**config.mk**
```make
export PLATFORM = sky130hd
export DESIGN_NAME = motor_feedback_multiturn_tracker_unit
export DESIGN_NICKNAME = d
export VERILOG_FILES = /design/src/design/mftr_pkg.sv /design/src/design/mftr_front.sv /design/src/design/mftr_queue.sv /design/src/design/mftr_back.sv /design/src/design/motor_feedback_multiturn_tracker_unit.sv
export SDC_FILE = /design/constraint.sdc
export NUM_CORES = 2
export LEC_CHECK = 0
export ABC_AREA = 1
export BUFFER_PORTS_ARGS = -buffer_cell sky130_fd_sc_hd__clkbuf_2
export CAP_MARGIN = 20
export CORE_UTILIZATION = 32
export DETAILED_ROUTE_END_ITERATION = 10
export GPL_ROUTABILITY_DRIVEN = 0
export PLACE_DENSITY_LB_ADDON = 0.1
export SYNTH_ARGS = -nofsm -noshare
export SYNTH_HDL_FRONTEND = slang
export SYNTH_HIERARCHICAL = 1
export SYNTH_SLANG_ARGS = --single-unit
export TNS_END_PERCENT = 10
```
**constraint.sdc**
```tcl
create_clock -name clk -period 11.12 [get_ports clk]
set_input_delay 1.668 -clock clk [delete_from_list [all_inputs] [get_ports clk]]
set_output_delay 1.668 -clock clk [all_outputs]
set_load 0.01 [all_outputs]
```
**src/design/mftr_pkg.sv**
```systemverilog
// ----------------------------------------------------------------------------
// mftr_pkg
// Shared types and constants of the multiturn feedback tracker.
// ----------------------------------------------------------------------------
package mftr_pkg;

    localparam int SLOT_W      = 2;
    localparam int TRACK_SLOTS = 4;
    localparam int ID_W        = 11;
    localparam int LENGTH_W    = 4;
    localparam int POS_W       = 13;
    localparam int SAMPLE_W    = 16;
    localparam int TEMP_W      = 8;
    localparam int WEIGHT_W    = 9;
    localparam int FILTER_W    = 24;
    localparam int ANGLE_W     = 32;
    localparam int COUNT_W     = 32;
    localparam int CFG_INDEX_W = 2;
    localparam int CFG_DATA_W  = 9;
    localparam int WEIGHT_SHIFT = 8;

    localparam int IN_TDATA_W  = 72;
    localparam int IN_TUSER_W  = 1;
    localparam int OUT_TDATA_W = 128;
    localparam int OUT_TUSER_W = SLOT_W;

    localparam int QDEPTH   = 4;
    localparam int QPTR_W   = $clog2(QDEPTH);
    localparam int QCOUNT_W = $clog2(QDEPTH + 1);

    localparam logic [ID_W-1:0]     ID_LOW     = 11'h201;
    localparam logic [ID_W-1:0]     ID_HIGH    = 11'h208;
    localparam logic [LENGTH_W-1:0] MIN_LENGTH = 4'd8;
    localparam logic [WEIGHT_W-1:0] WEIGHT_FULL = 9'd256;

    localparam int FILTER_MAX = 8388607;
    localparam int FILTER_MIN = -8388608;

    localparam logic [CFG_INDEX_W-1:0] CFG_EMA_WEIGHT    = 2'd0;
    localparam logic [CFG_INDEX_W-1:0] CFG_DERATE_TEMP   = 2'd1;
    localparam logic [CFG_INDEX_W-1:0] CFG_SHUTDOWN_TEMP = 2'd2;

    localparam logic [WEIGHT_W-1:0] EMA_WEIGHT_RESET    = 9'd77;
    localparam logic [TEMP_W-1:0]   DERATE_TEMP_RESET   = 8'd80;
    localparam logic [TEMP_W-1:0]   SHUTDOWN_TEMP_RESET = 8'd85;

    typedef logic [SLOT_W-1:0] slot_t;

    typedef enum logic [1:0] {
        THERM_NORMAL   = 2'd0,
        THERM_DERATE   = 2'd1,
        THERM_SHUTDOWN = 2'd2
    } thermal_t;

    typedef struct packed {
        logic [WEIGHT_W-1:0] ema_weight;
        logic [TEMP_W-1:0]   derate_temp;
        logic [TEMP_W-1:0]   shutdown_temp;
    } cfg_t;

    typedef struct packed {
        slot_t                       slot;
        logic [POS_W-1:0]            pos;
        logic signed [SAMPLE_W-1:0]  speed;
        logic signed [SAMPLE_W-1:0]  current;
        thermal_t                    thermal;
    } item_t;

endpackage

```
**src/design/mftr_front.sv**
```systemverilog
// ----------------------------------------------------------------------------
// mftr_front
// Accepts feedback frames, drops those that match no motor, maps the rest
// to a slot and classifies the temperature.
// ----------------------------------------------------------------------------
module mftr_front #(
    parameter int MOTOR_SLOTS = 4
) (
    input  logic                               s_axis_tvalid,
    output logic                               s_axis_tready,
    input  logic [mftr_pkg::IN_TDATA_W-1:0]    s_axis_tdata,
    input  logic [mftr_pkg::IN_TUSER_W-1:0]    s_axis_tuser,
    input  mftr_pkg::cfg_t                     cfg,
    input  logic                               queue_full,
    output logic                               push,
    output mftr_pkg::item_t                    push_item
);

    logic [mftr_pkg::ID_W-1:0]     frame_id;
    logic [mftr_pkg::LENGTH_W-1:0] frame_length;
    logic [mftr_pkg::TEMP_W-1:0]   temperature;
    logic [mftr_pkg::ID_W-1:0]     local_id;
    mftr_pkg::slot_t               slot;
    logic                          keep;

    always_comb
    begin
        frame_id     = s_axis_tdata[10:0];
        frame_length = s_axis_tdata[14:11];
        temperature  = s_axis_tdata[67:60];
        local_id     = frame_id - mftr_pkg::ID_LOW;
        slot         = {s_axis_tuser[0], local_id[0]};

        keep = (frame_id >= mftr_pkg::ID_LOW) && (frame_id <= mftr_pkg::ID_HIGH)
               && (local_id <= mftr_pkg::ID_W'(1))
               && (6'(slot) < 6'(MOTOR_SLOTS))
               && (frame_length >= mftr_pkg::MIN_LENGTH);

        push_item.slot    = slot;
        push_item.pos     = s_axis_tdata[27:15];
        push_item.speed   = $signed(s_axis_tdata[43:28]);
        push_item.current = $signed(s_axis_tdata[59:44]);
        if (temperature > cfg.shutdown_temp)
        begin
            push_item.thermal = mftr_pkg::THERM_SHUTDOWN;
        end
        else if (temperature > cfg.derate_temp)
        begin
            push_item.thermal = mftr_pkg::THERM_DERATE;
        end
        else
        begin
            push_item.thermal = mftr_pkg::THERM_NORMAL;
        end

        s_axis_tready = !queue_full;
        push          = s_axis_tvalid && !queue_full && keep;
    end

endmodule

```
**src/design/mftr_queue.sv**
```systemverilog
// ----------------------------------------------------------------------------
// mftr_queue
// Small first-in first-out buffer of classified frames between the front
// and the per-motor update stage.
// ----------------------------------------------------------------------------
module mftr_queue (
    input  logic            clk,
    input  logic            rst_n,
    input  logic            wr_en,
    input  mftr_pkg::item_t wr_item,
    output logic            full,
    input  logic            rd_en,
    output logic            rd_valid,
    output mftr_pkg::item_t rd_item
);

    mftr_pkg::item_t                  entry_reg [mftr_pkg::QDEPTH];
    logic [mftr_pkg::QPTR_W-1:0]      wr_ptr_reg;
    logic [mftr_pkg::QPTR_W-1:0]      wr_ptr_next;
    logic [mftr_pkg::QPTR_W-1:0]      rd_ptr_reg;
    logic [mftr_pkg::QPTR_W-1:0]      rd_ptr_next;
    logic [mftr_pkg::QCOUNT_W-1:0]    count_reg;
    logic [mftr_pkg::QCOUNT_W-1:0]    count_next;

    always_comb
    begin
        full        = (count_reg == mftr_pkg::QCOUNT_W'(mftr_pkg::QDEPTH));
        rd_valid    = (count_reg != '0);
        rd_item     = entry_reg[rd_ptr_reg];
        wr_ptr_next = wr_en ? wr_ptr_reg + 1'b1 : wr_ptr_reg;
        rd_ptr_next = rd_en ? rd_ptr_reg + 1'b1 : rd_ptr_reg;
        count_next  = count_reg;
        if (wr_en && !rd_en)
        begin
            count_next = count_reg + 1'b1;
        end
        else if (rd_en && !wr_en)
        begin
            count_next = count_reg - 1'b1;
        end
    end

    always_ff @(posedge clk or negedge rst_n)
    begin
        if (!rst_n)
        begin
            wr_ptr_reg <= '0;
            rd_ptr_reg <= '0;
            count_reg  <= '0;
        end
        else
        begin
            wr_ptr_reg <= wr_ptr_next;
            rd_ptr_reg <= rd_ptr_next;
            count_reg  <= count_next;
        end
    end

    always_ff @(posedge clk)
    begin
        if (wr_en)
        begin
            entry_reg[wr_ptr_reg] <= wr_item;
        end
    end

    a_no_underflow: assert property (@(posedge clk) disable iff (!rst_n)
        rd_en |-> count_reg != '0)
        else $error("Queue read while empty.");

    a_count_bound: assert property (@(posedge clk) disable iff (!rst_n)
        count_reg <= mftr_pkg::QCOUNT_W'(mftr_pkg::QDEPTH))
        else $error("Queue fill count beyond its depth.");

endmodule

```
**src/design/mftr_back.sv**
```systemverilog
// ----------------------------------------------------------------------------
// mftr_back
// Per-motor state update: encoder unwrap, speed filter and frame count,
// with the result held in an output register.
// ----------------------------------------------------------------------------
module mftr_back #(
    parameter int ENCODER_COUNTS       = 8192,
    parameter int FILTER_FRACTION_BITS = 8
) (
    input  logic                               clk,
    input  logic                               rst_n,
    input  mftr_pkg::cfg_t                     cfg,
    input  logic                               rd_valid,
    input  mftr_pkg::item_t                    rd_item,
    output logic                               rd_en,
    output logic                               m_axis_tvalid,
    input  logic                               m_axis_tready,
    output logic [mftr_pkg::OUT_TDATA_W-1:0]   m_axis_tdata,
    output logic [mftr_pkg::OUT_TUSER_W-1:0]   m_axis_tuser
);

    localparam int SCALED_W = mftr_pkg::SAMPLE_W + FILTER_FRACTION_BITS;
    localparam int DIFF_W   = ((SCALED_W > mftr_pkg::FILTER_W) ? SCALED_W
                                                               : mftr_pkg::FILTER_W) + 1;
    localparam int PROD_W   = DIFF_W + mftr_pkg::WEIGHT_W + 1;
    localparam int SUM_W    = PROD_W + 1;
    localparam int DELTA_W  = 18;

    localparam logic signed [SUM_W-1:0]   SAT_HI     = SUM_W'(mftr_pkg::FILTER_MAX);
    localparam logic signed [SUM_W-1:0]   SAT_LO     = SUM_W'(mftr_pkg::FILTER_MIN);
    localparam logic signed [SUM_W-1:0]   ROUND_BIAS = SUM_W'(128);
    localparam logic signed [DELTA_W-1:0] HALF_POS   = DELTA_W'(ENCODER_COUNTS / 2);
    localparam logic signed [DELTA_W-1:0] HALF_NEG   = DELTA_W'(-(ENCODER_COUNTS / 2));
    localparam logic [mftr_pkg::ANGLE_W-1:0] TURN_STEP = mftr_pkg::ANGLE_W'(ENCODER_COUNTS);

    logic                                 seen_reg   [mftr_pkg::TRACK_SLOTS];
    logic [mftr_pkg::POS_W-1:0]           prev_reg   [mftr_pkg::TRACK_SLOTS];
    logic [mftr_pkg::POS_W-1:0]           offset_reg [mftr_pkg::TRACK_SLOTS];
    logic [mftr_pkg::ANGLE_W-1:0]         base_reg   [mftr_pkg::TRACK_SLOTS];
    logic signed [mftr_pkg::FILTER_W-1:0] filter_reg [mftr_pkg::TRACK_SLOTS];
    logic [mftr_pkg::COUNT_W-1:0]         count_reg  [mftr_pkg::TRACK_SLOTS];

    logic                                 out_valid_reg;
    mftr_pkg::slot_t                      out_slot_reg;
    logic [mftr_pkg::ANGLE_W-1:0]         out_angle_reg;
    logic signed [mftr_pkg::FILTER_W-1:0] out_filter_reg;
    logic signed [mftr_pkg::SAMPLE_W-1:0] out_speed_reg;
    logic signed [mftr_pkg::SAMPLE_W-1:0] out_current_reg;
    mftr_pkg::thermal_t                   out_thermal_reg;
    logic [mftr_pkg::COUNT_W-1:0]         out_count_reg;

    logic                                 pop;
    mftr_pkg::slot_t                      slot;
    logic                                 seen;
    logic signed [DELTA_W-1:0]            delta;
    logic [mftr_pkg::ANGLE_W-1:0]         base_next;
    logic [mftr_pkg::POS_W-1:0]           offset_next;
    logic [mftr_pkg::ANGLE_W-1:0]         angle_next;
    logic [mftr_pkg::COUNT_W-1:0]         count_next;
    logic [mftr_pkg::WEIGHT_W-1:0]        weight;
    logic signed [mftr_pkg::WEIGHT_W:0]   weight_s;
    logic signed [SUM_W-1:0]              scaled;
    logic signed [SUM_W-1:0]              filt_wide;
    logic signed [DIFF_W-1:0]             diff;
    logic signed [PROD_W-1:0]             prod;
    logic signed [SUM_W-1:0]              sum;
    logic signed [SUM_W-1:0]              filter_wide_next;
    logic signed [mftr_pkg::FILTER_W-1:0] filter_next;

    always_comb
    begin
        pop   = rd_valid && (!out_valid_reg || m_axis_tready);
        rd_en = pop;
        slot  = rd_item.slot;
        seen  = seen_reg[slot];

        delta = $signed(DELTA_W'(rd_item.pos)) - $signed(DELTA_W'(prev_reg[slot]));
        if (!seen)
        begin
            base_next   = '0;
            offset_next = rd_item.pos;
        end
        else
        begin
            offset_next = offset_reg[slot];
            if (delta > HALF_POS)
            begin
                base_next = base_reg[slot] - TURN_STEP;
            end
            else if (delta < HALF_NEG)
            begin
                base_next = base_reg[slot] + TURN_STEP;
            end
            else
            begin
                base_next = base_reg[slot];
            end
        end
        angle_next = base_next + mftr_pkg::ANGLE_W'(rd_item.pos)
                     - mftr_pkg::ANGLE_W'(offset_next);
        count_next = count_reg[slot] + 1'b1;

        // The filter update is written as filter*256 + w*(sample - filter).
        weight    = cfg.ema_weight[mftr_pkg::WEIGHT_W-1] ? mftr_pkg::WEIGHT_FULL
                                                         : cfg.ema_weight;
        weight_s  = $signed({1'b0, weight});
        scaled    = $signed(SUM_W'(rd_item.speed)) <<< FILTER_FRACTION_BITS;
        filt_wide = SUM_W'(filter_reg[slot]);
        diff      = DIFF_W'(scaled - filt_wide);
        prod      = weight_s * diff;
        sum       = (filt_wide <<< mftr_pkg::WEIGHT_SHIFT) + SUM_W'(prod) + ROUND_BIAS;
        filter_wide_next = seen ? (sum >>> mftr_pkg::WEIGHT_SHIFT) : scaled;
        if (filter_wide_next > SAT_HI)
        begin
            filter_next = mftr_pkg::FILTER_W'(SAT_HI);
        end
        else if (filter_wide_next < SAT_LO)
        begin
            filter_next = mftr_pkg::FILTER_W'(SAT_LO);
        end
        else
        begin
            filter_next = mftr_pkg::FILTER_W'(filter_wide_next);
        end
    end

    always_ff @(posedge clk or negedge rst_n)
    begin
        if (!rst_n)
        begin
            for (int i = 0; i < mftr_pkg::TRACK_SLOTS; i++)
            begin
                seen_reg[i]  <= 1'b0;
                count_reg[i] <= '0;
            end
            out_valid_reg <= 1'b0;
        end
        else
        begin
            if (pop)
            begin
                seen_reg[slot]  <= 1'b1;
                count_reg[slot] <= count_next;
                out_valid_reg   <= 1'b1;
            end
            else if (m_axis_tready)
            begin
                out_valid_reg <= 1'b0;
            end
        end
    end

    always_ff @(posedge clk)
    begin
        if (pop)
        begin
            prev_reg[slot]   <= rd_item.pos;
            offset_reg[slot] <= offset_next;
            base_reg[slot]   <= base_next;
            filter_reg[slot] <= filter_next;
            out_slot_reg     <= slot;
            out_angle_reg    <= angle_next;
            out_filter_reg   <= filter_next;
            out_speed_reg    <= rd_item.speed;
            out_current_reg  <= rd_item.current;
            out_thermal_reg  <= rd_item.thermal;
            out_count_reg    <= count_next;
        end
    end

    assign m_axis_tvalid = out_valid_reg;
    assign m_axis_tuser  = out_slot_reg;
    assign m_axis_tdata  = {6'b0, out_count_reg, out_thermal_reg, out_current_reg,
                            out_speed_reg, out_filter_reg, out_angle_reg};

    a_first_frame_zero: assert property (@(posedge clk) disable iff (!rst_n)
        pop && !seen_reg[rd_item.slot] |=> out_angle_reg == '0)
        else $error("First frame of a motor did not report a zero angle.");

    a_count_step: assert property (@(posedge clk) disable iff (!rst_n)
        pop |=> count_reg[$past(rd_item.slot)]
                == mftr_pkg::COUNT_W'($past(count_reg[rd_item.slot]) + 1'b1))
        else $error("Frame count of the updated motor did not advance by one.");

endmodule

```
**src/design/motor_feedback_multiturn_tracker_unit.sv**
```systemverilog
// ----------------------------------------------------------------------------
// motor_feedback_multiturn_tracker_unit
// Tracks multiturn angle, filtered speed and frame count of up to four
// motors from decoded feedback frames.
// ----------------------------------------------------------------------------
// One beat on the s_axis channel is one decoded feedback frame; tuser carries
// the bus index. Frames whose identifier, slot or length match no motor are
// taken and dropped without a result. Every other frame produces one beat on
// the m_axis channel; tuser carries the motor slot.
// A frame taken on s_axis is written into the queue, then popped by the update
// stage into the output register. Throughput is one frame per cycle while m_axis
// is not stalled: the per-motor update is a read-modify-write of flop-based slot
// state, with one multiplier in the speed filter path.
// A four-entry queue sits between the frame classifier and the update stage.
// When the receiver stalls, the output register holds its beat, the queue
// fills, and s_axis_tready drops once four frames are waiting.
// Reset clears all motor tracking (every slot waits for its first frame) and loads the
// configuration registers with their defaults. Configuration is written through cfg_wr_en, cfg_index
// and cfg_wr_data only while the block idles; the user must keep to this, the block does not enforce it.
// ----------------------------------------------------------------------------
module motor_feedback_multiturn_tracker_unit #(
    parameter int ENCODER_COUNTS       = 8192,
    parameter int MOTOR_SLOTS          = 4,
    parameter int FILTER_FRACTION_BITS = 8
) (
    input  logic                                  clk,
    input  logic                                  rst_n,
    input  logic                                  cfg_wr_en,
    input  logic [mftr_pkg::CFG_INDEX_W-1:0]      cfg_index,
    input  logic [mftr_pkg::CFG_DATA_W-1:0]       cfg_wr_data,
    input  logic                                  s_axis_tvalid,
    output logic                                  s_axis_tready,
    // frame_id, frame_length, encoder_position, speed_sample,
    // current_sample, temperature
    input  logic [mftr_pkg::IN_TDATA_W-1:0]       s_axis_tdata,
    // bus_index
    input  logic [mftr_pkg::IN_TUSER_W-1:0]       s_axis_tuser,
    output logic                                  m_axis_tvalid,
    input  logic                                  m_axis_tready,
    // multiturn_angle, smoothed_speed, speed_passthrough, current_passthrough,
    // thermal_status, frames_received
    output logic [mftr_pkg::OUT_TDATA_W-1:0]      m_axis_tdata,
    // motor_slot
    output logic [mftr_pkg::OUT_TUSER_W-1:0]      m_axis_tuser
);

    mftr_pkg::cfg_t  cfg_reg;
    mftr_pkg::item_t push_item;
    mftr_pkg::item_t rd_item;
    logic            push;
    logic            queue_full;
    logic            rd_en;
    logic            rd_valid;

    always_ff @(posedge clk or negedge rst_n)
    begin
        if (!rst_n)
        begin
            cfg_reg.ema_weight    <= mftr_pkg::EMA_WEIGHT_RESET;
            cfg_reg.derate_temp   <= mftr_pkg::DERATE_TEMP_RESET;
            cfg_reg.shutdown_temp <= mftr_pkg::SHUTDOWN_TEMP_RESET;
        end
        else if (cfg_wr_en)
        begin
            case (cfg_index)
                mftr_pkg::CFG_EMA_WEIGHT:
                begin
                    cfg_reg.ema_weight <= cfg_wr_data;
                end
                mftr_pkg::CFG_DERATE_TEMP:
                begin
                    cfg_reg.derate_temp <= cfg_wr_data[mftr_pkg::TEMP_W-1:0];
                end
                mftr_pkg::CFG_SHUTDOWN_TEMP:
                begin
                    cfg_reg.shutdown_temp <= cfg_wr_data[mftr_pkg::TEMP_W-1:0];
                end
                default:
                begin
                    cfg_reg <= cfg_reg;
                end
            endcase
        end
    end

    mftr_front #(
        .MOTOR_SLOTS (MOTOR_SLOTS)
    ) u_front (
        .s_axis_tvalid (s_axis_tvalid),
        .s_axis_tready (s_axis_tready),
        .s_axis_tdata  (s_axis_tdata),
        .s_axis_tuser  (s_axis_tuser),
        .cfg           (cfg_reg),
        .queue_full    (queue_full),
        .push          (push),
        .push_item     (push_item)
    );

    mftr_queue u_queue (
        .clk      (clk),
        .rst_n    (rst_n),
        .wr_en    (push),
        .wr_item  (push_item),
        .full     (queue_full),
        .rd_en    (rd_en),
        .rd_valid (rd_valid),
        .rd_item  (rd_item)
    );

    mftr_back #(
        .ENCODER_COUNTS       (ENCODER_COUNTS),
        .FILTER_FRACTION_BITS (FILTER_FRACTION_BITS)
    ) u_back (
        .clk           (clk),
        .rst_n         (rst_n),
        .cfg           (cfg_reg),
        .rd_valid      (rd_valid),
        .rd_item       (rd_item),
        .rd_en         (rd_en),
        .m_axis_tvalid (m_axis_tvalid),
        .m_axis_tready (m_axis_tready),
        .m_axis_tdata  (m_axis_tdata),
        .m_axis_tuser  (m_axis_tuser)
    );

endmodule
```
==> run summary <==
The initial utilization of the core area, before any placement, comes to 32.2%. The sequential cells in the finished layout cover a total of 0.0236 mm². In this run the critical register-to-register path is launched from u_queue/rd_ptr_reg[0]$_DFFE_PN0P_. The worst clock skew is 75.2 ps, and the number of iterations in the first detailed-routing pass is 5. The share of post-route cells with drive strength above 1 works out to 12.1%. The detailed-route wire length is 140 mm.

Entering global routing, the biggest net connects 133 pins. In this design, the critical path's most frequently occurring cell is nand2_1. Setup repair after global routing left no endpoint under its margin. The port buffer count was 207.

The startpoint identified for the worst hold timing path is u_back/seen_reg[3]$_DFFE_PN0P_. The total count of hold-check failures in the final report is 0. The critical path is of the reg2reg type. After global routing the overflow that remains totals 0. The synthesis-to-finish area growth came out at 13.2%.

After synthesis the netlist holds a flip-flop and latch count of 813. After synthesis the cells add up to 0.0476 mm². The tools report the fraction of the yosys area taken by sequential cells as 49.6%. Number of buffers inserted by post-CTS setup repair: 0.

Cells fill 36.5% of the core in the end. The maximum fanout encountered on the critical timing path came out at 35. The maximum frequency from static timing analysis was 99.3 MHz; the count of routing violations after the opening detailed-route iteration was 2121. The fill cell instance count of the final layout was 14900; the total I/O pin count was 221. At the worst endpoint, the required time is 11490 ps. After detailed routing, the average wire length per cell comes to 19.8 µm. The endpoint of the worst hold-timing path was u_back/seen_reg[3]$_DFFE_PN0P_. The hold buffer count at CTS came out at 0.

The tree is rooted in a clkbuf_16. The worst register-to-register path has a depth of 45. The post-synthesis area per instance is 9.80 µm². For the finished layout, the period the worst path requires is 10070 ps. The min-delay analysis places its worst path in the category reg2reg. The die outline width works out to 388 µm. The total negative slack is 0 ps, and the initial antenna violation count is 7. The minimum setup slack among reg-to-reg paths came out at 1050 ps.

The core region is 0.148 mm². The most critical setup path has its startpoint at u_queue/rd_ptr_reg[0]$_DFFE_PN0P_. STA classifies the critical path endpoint as a flop. The register with the most flip-flops in the layout has 196 of them. During synthesis, Yosys emitted a total of 6 warnings.

For this run, the slowest stage of the critical path takes 920 ps. After the last flow step, the layout net total stands at 5527. The clock-pin slew of the registers on the worst-case setup and hold paths is 60 ps. For the pin with the worst max-slew slack, the measured transition is 1170 ps.

The via count of the first global-routing pass was 34400. The later pin in the worst-skew pair is clocked with a latency of 730 ps. After detailed routing, the number of remaining DRC violations is 0. The run gives 141 as the number of cell rows. On the critical path, the stage with the largest delay is an instance of xnor2_1. In the layout the commonest cells are nand2_1, inv_1, edfxtp_1. In this run, synthesis inferred 648 flip-flops with an integrated enable. The tools report the total CTS buffers as 97. Buffer levels on the longest clock path: 3. The tools report the max-slew violation count as 0. The multi-input combinational cells in the finished layout cover a total of 0.0201 mm². The number of vias in the routed layout came out at 33600.

The HPWL after detailed placement is 97.2 mm. Across the run, the number of max-cap violations was 0. The flow ran to the end, and the final reports show no timing, DRC or antenna violations. The tools report the number of antenna-violating nets in the routed design as 0. The worst path uses 90.6% of the clock period.

The y dimension of the die was 388 µm. The worst hold path passes through 2 cells. TritonCTS built the clock tree. Global routing consumed, over all layers together, 18.7% of the routing resources.

The die footprint is 0.150 mm², and the number of clock sinks is 813. Post-CTS repair changed the size of 0 cells. After detailed routing, the number of vias per cell comes to 4.77. The critical register-to-register path endpoint is u_back/filter_reg[0][2]$_DFFE_PP_. For the relative slew slack, the log shows 21.7%. The run gives 214 mm as the first-pass GRT wire length. Data on the critical path arrives at its endpoint at 10450 ps. On the final layout, the worst hold slack is 467 ps. Launching element type of the critical path: a flop. In the synthesized netlist the dominant register cell turns out to be edfxtp_1. Most common cell after layout, fill and taps aside: nand2_1. The count of distinct cell types in the synthesized netlist came out at 66. The setup-violating endpoint count in the final report was 0; the async set-or-reset flop fraction in the synthesized netlist was 20.3%. Cell count after synthesis: 4854. The level count of the clock H-tree was 3.
==> critical path, delay by kind of cell (launching register included) <==
| kind | cells | cell delay [ps] |
|---|---|---|
| AOI/OAI and AO/OA | 4 | 330 |
| xor gates and xnor gates | 1 | 920 |
| adders and majority gates | 7 | 3120 |
| buffers and inverters | 8 | 1170 |
| DFF | 1 | 710 |
| and+or+nand+nor | 25 | 3420 |
==> stage by stage <==
stage          instances  instance area, µm²  setup slack, ps
2_1_floorplan       4859               47600             2270
5_1_grt             7053               53900              219
3_5_place_dp        6876               50600             1080
6_report            7055               53900             1050
3_3_place_gp        6875               50500             1060
4_1_cts             7052               53800             1040
==> cell usage after synthesis (21+ instances only) <==
cell type,instances,area [µm²]
a22oi_1,53,398
a31oi_1,21,131
nor2_1,357,1340
or2_2,37,231
clkbuf_1,75,282
buf_4,73,548
a21oi_1,150,751
inv_1,711,2670
dfrtp_1,155,3880
o211ai_1,41,308
fa_1,219,4380
nand4_1,47,294
nor3_1,27,135
nand2_1,1269,4760
ha_1,173,2160
a221oi_1,25,219
edfxtp_1,648,19500
o21ai_1,23,115
nand3_1,168,841
xor2_1,66,578
buf_2,23,115
o211ai_2,59,738
xnor2_1,31,272
o21ai_0,160,801
==> layer usage <==
layer,wire length [µm],global-route usage (%),vias to the layer above
li1,-,-,16300
met1,64900,25.6,16600
met3,6070,2.55,169
met4,3150,4.82,0
met5,0,0,-
met2,65600,31.1,612
==> cell families (layout without fill, tap and decap cells) <==
group / after synthesis / after routing / synth area share, %
other: 1 / 8 / 0.00789
adder cells (fa/ha/maj): 393 / 393 / 13.8
AO/OA/AOI/OAI: 641 / 641 / 9.16
AND/OR/NAND/NOR: 1978 / 1978 / 17.1
buffers and inverters: 925 / 1189 / 8.29
XOR/XNOR: 103 / 103 / 1.99
flip-flops: 813 / 813 / 49.6
==> area by class of cell <==
| type | count | share of cell area, % |
|---|---|---|
| Sequential cell | 813 | 43.8 |
| Antenna cell | 2 | 0.00929 |
| Clock buffer | 130 | 4.92 |
| Inverter | 724 | 5.06 |
| Timing Repair Buffer | 289 | 3.29 |
| Clock inverter | 46 | 1.13 |
| Multi-Input combinational cell | 3121 | 37.3 |
| Tap cell | 1930 | 4.48 |
==> worst max-delay path by stage <==
stage          slack, ps                                 end  cells past startpoint
2_1_floorplan       2270  u_back/filter_reg[0][10]$_DFFE_PP_                     45
3_3_place_gp        1060   u_back/filter_reg[0][2]$_DFFE_PP_                     43
3_5_place_dp        1080   u_back/filter_reg[3][0]$_DFFE_PP_                     46
4_1_cts             1040   u_back/filter_reg[0][0]$_DFFE_PP_                     46
5_1_grt              220   u_back/filter_reg[0][0]$_DFFE_PP_                     44
6_report            1050   u_back/filter_reg[0][2]$_DFFE_PP_                     45
Power is not shown: default switching activity piles up to over one toggle a cycle in this logic, so the estimate is an artifact.
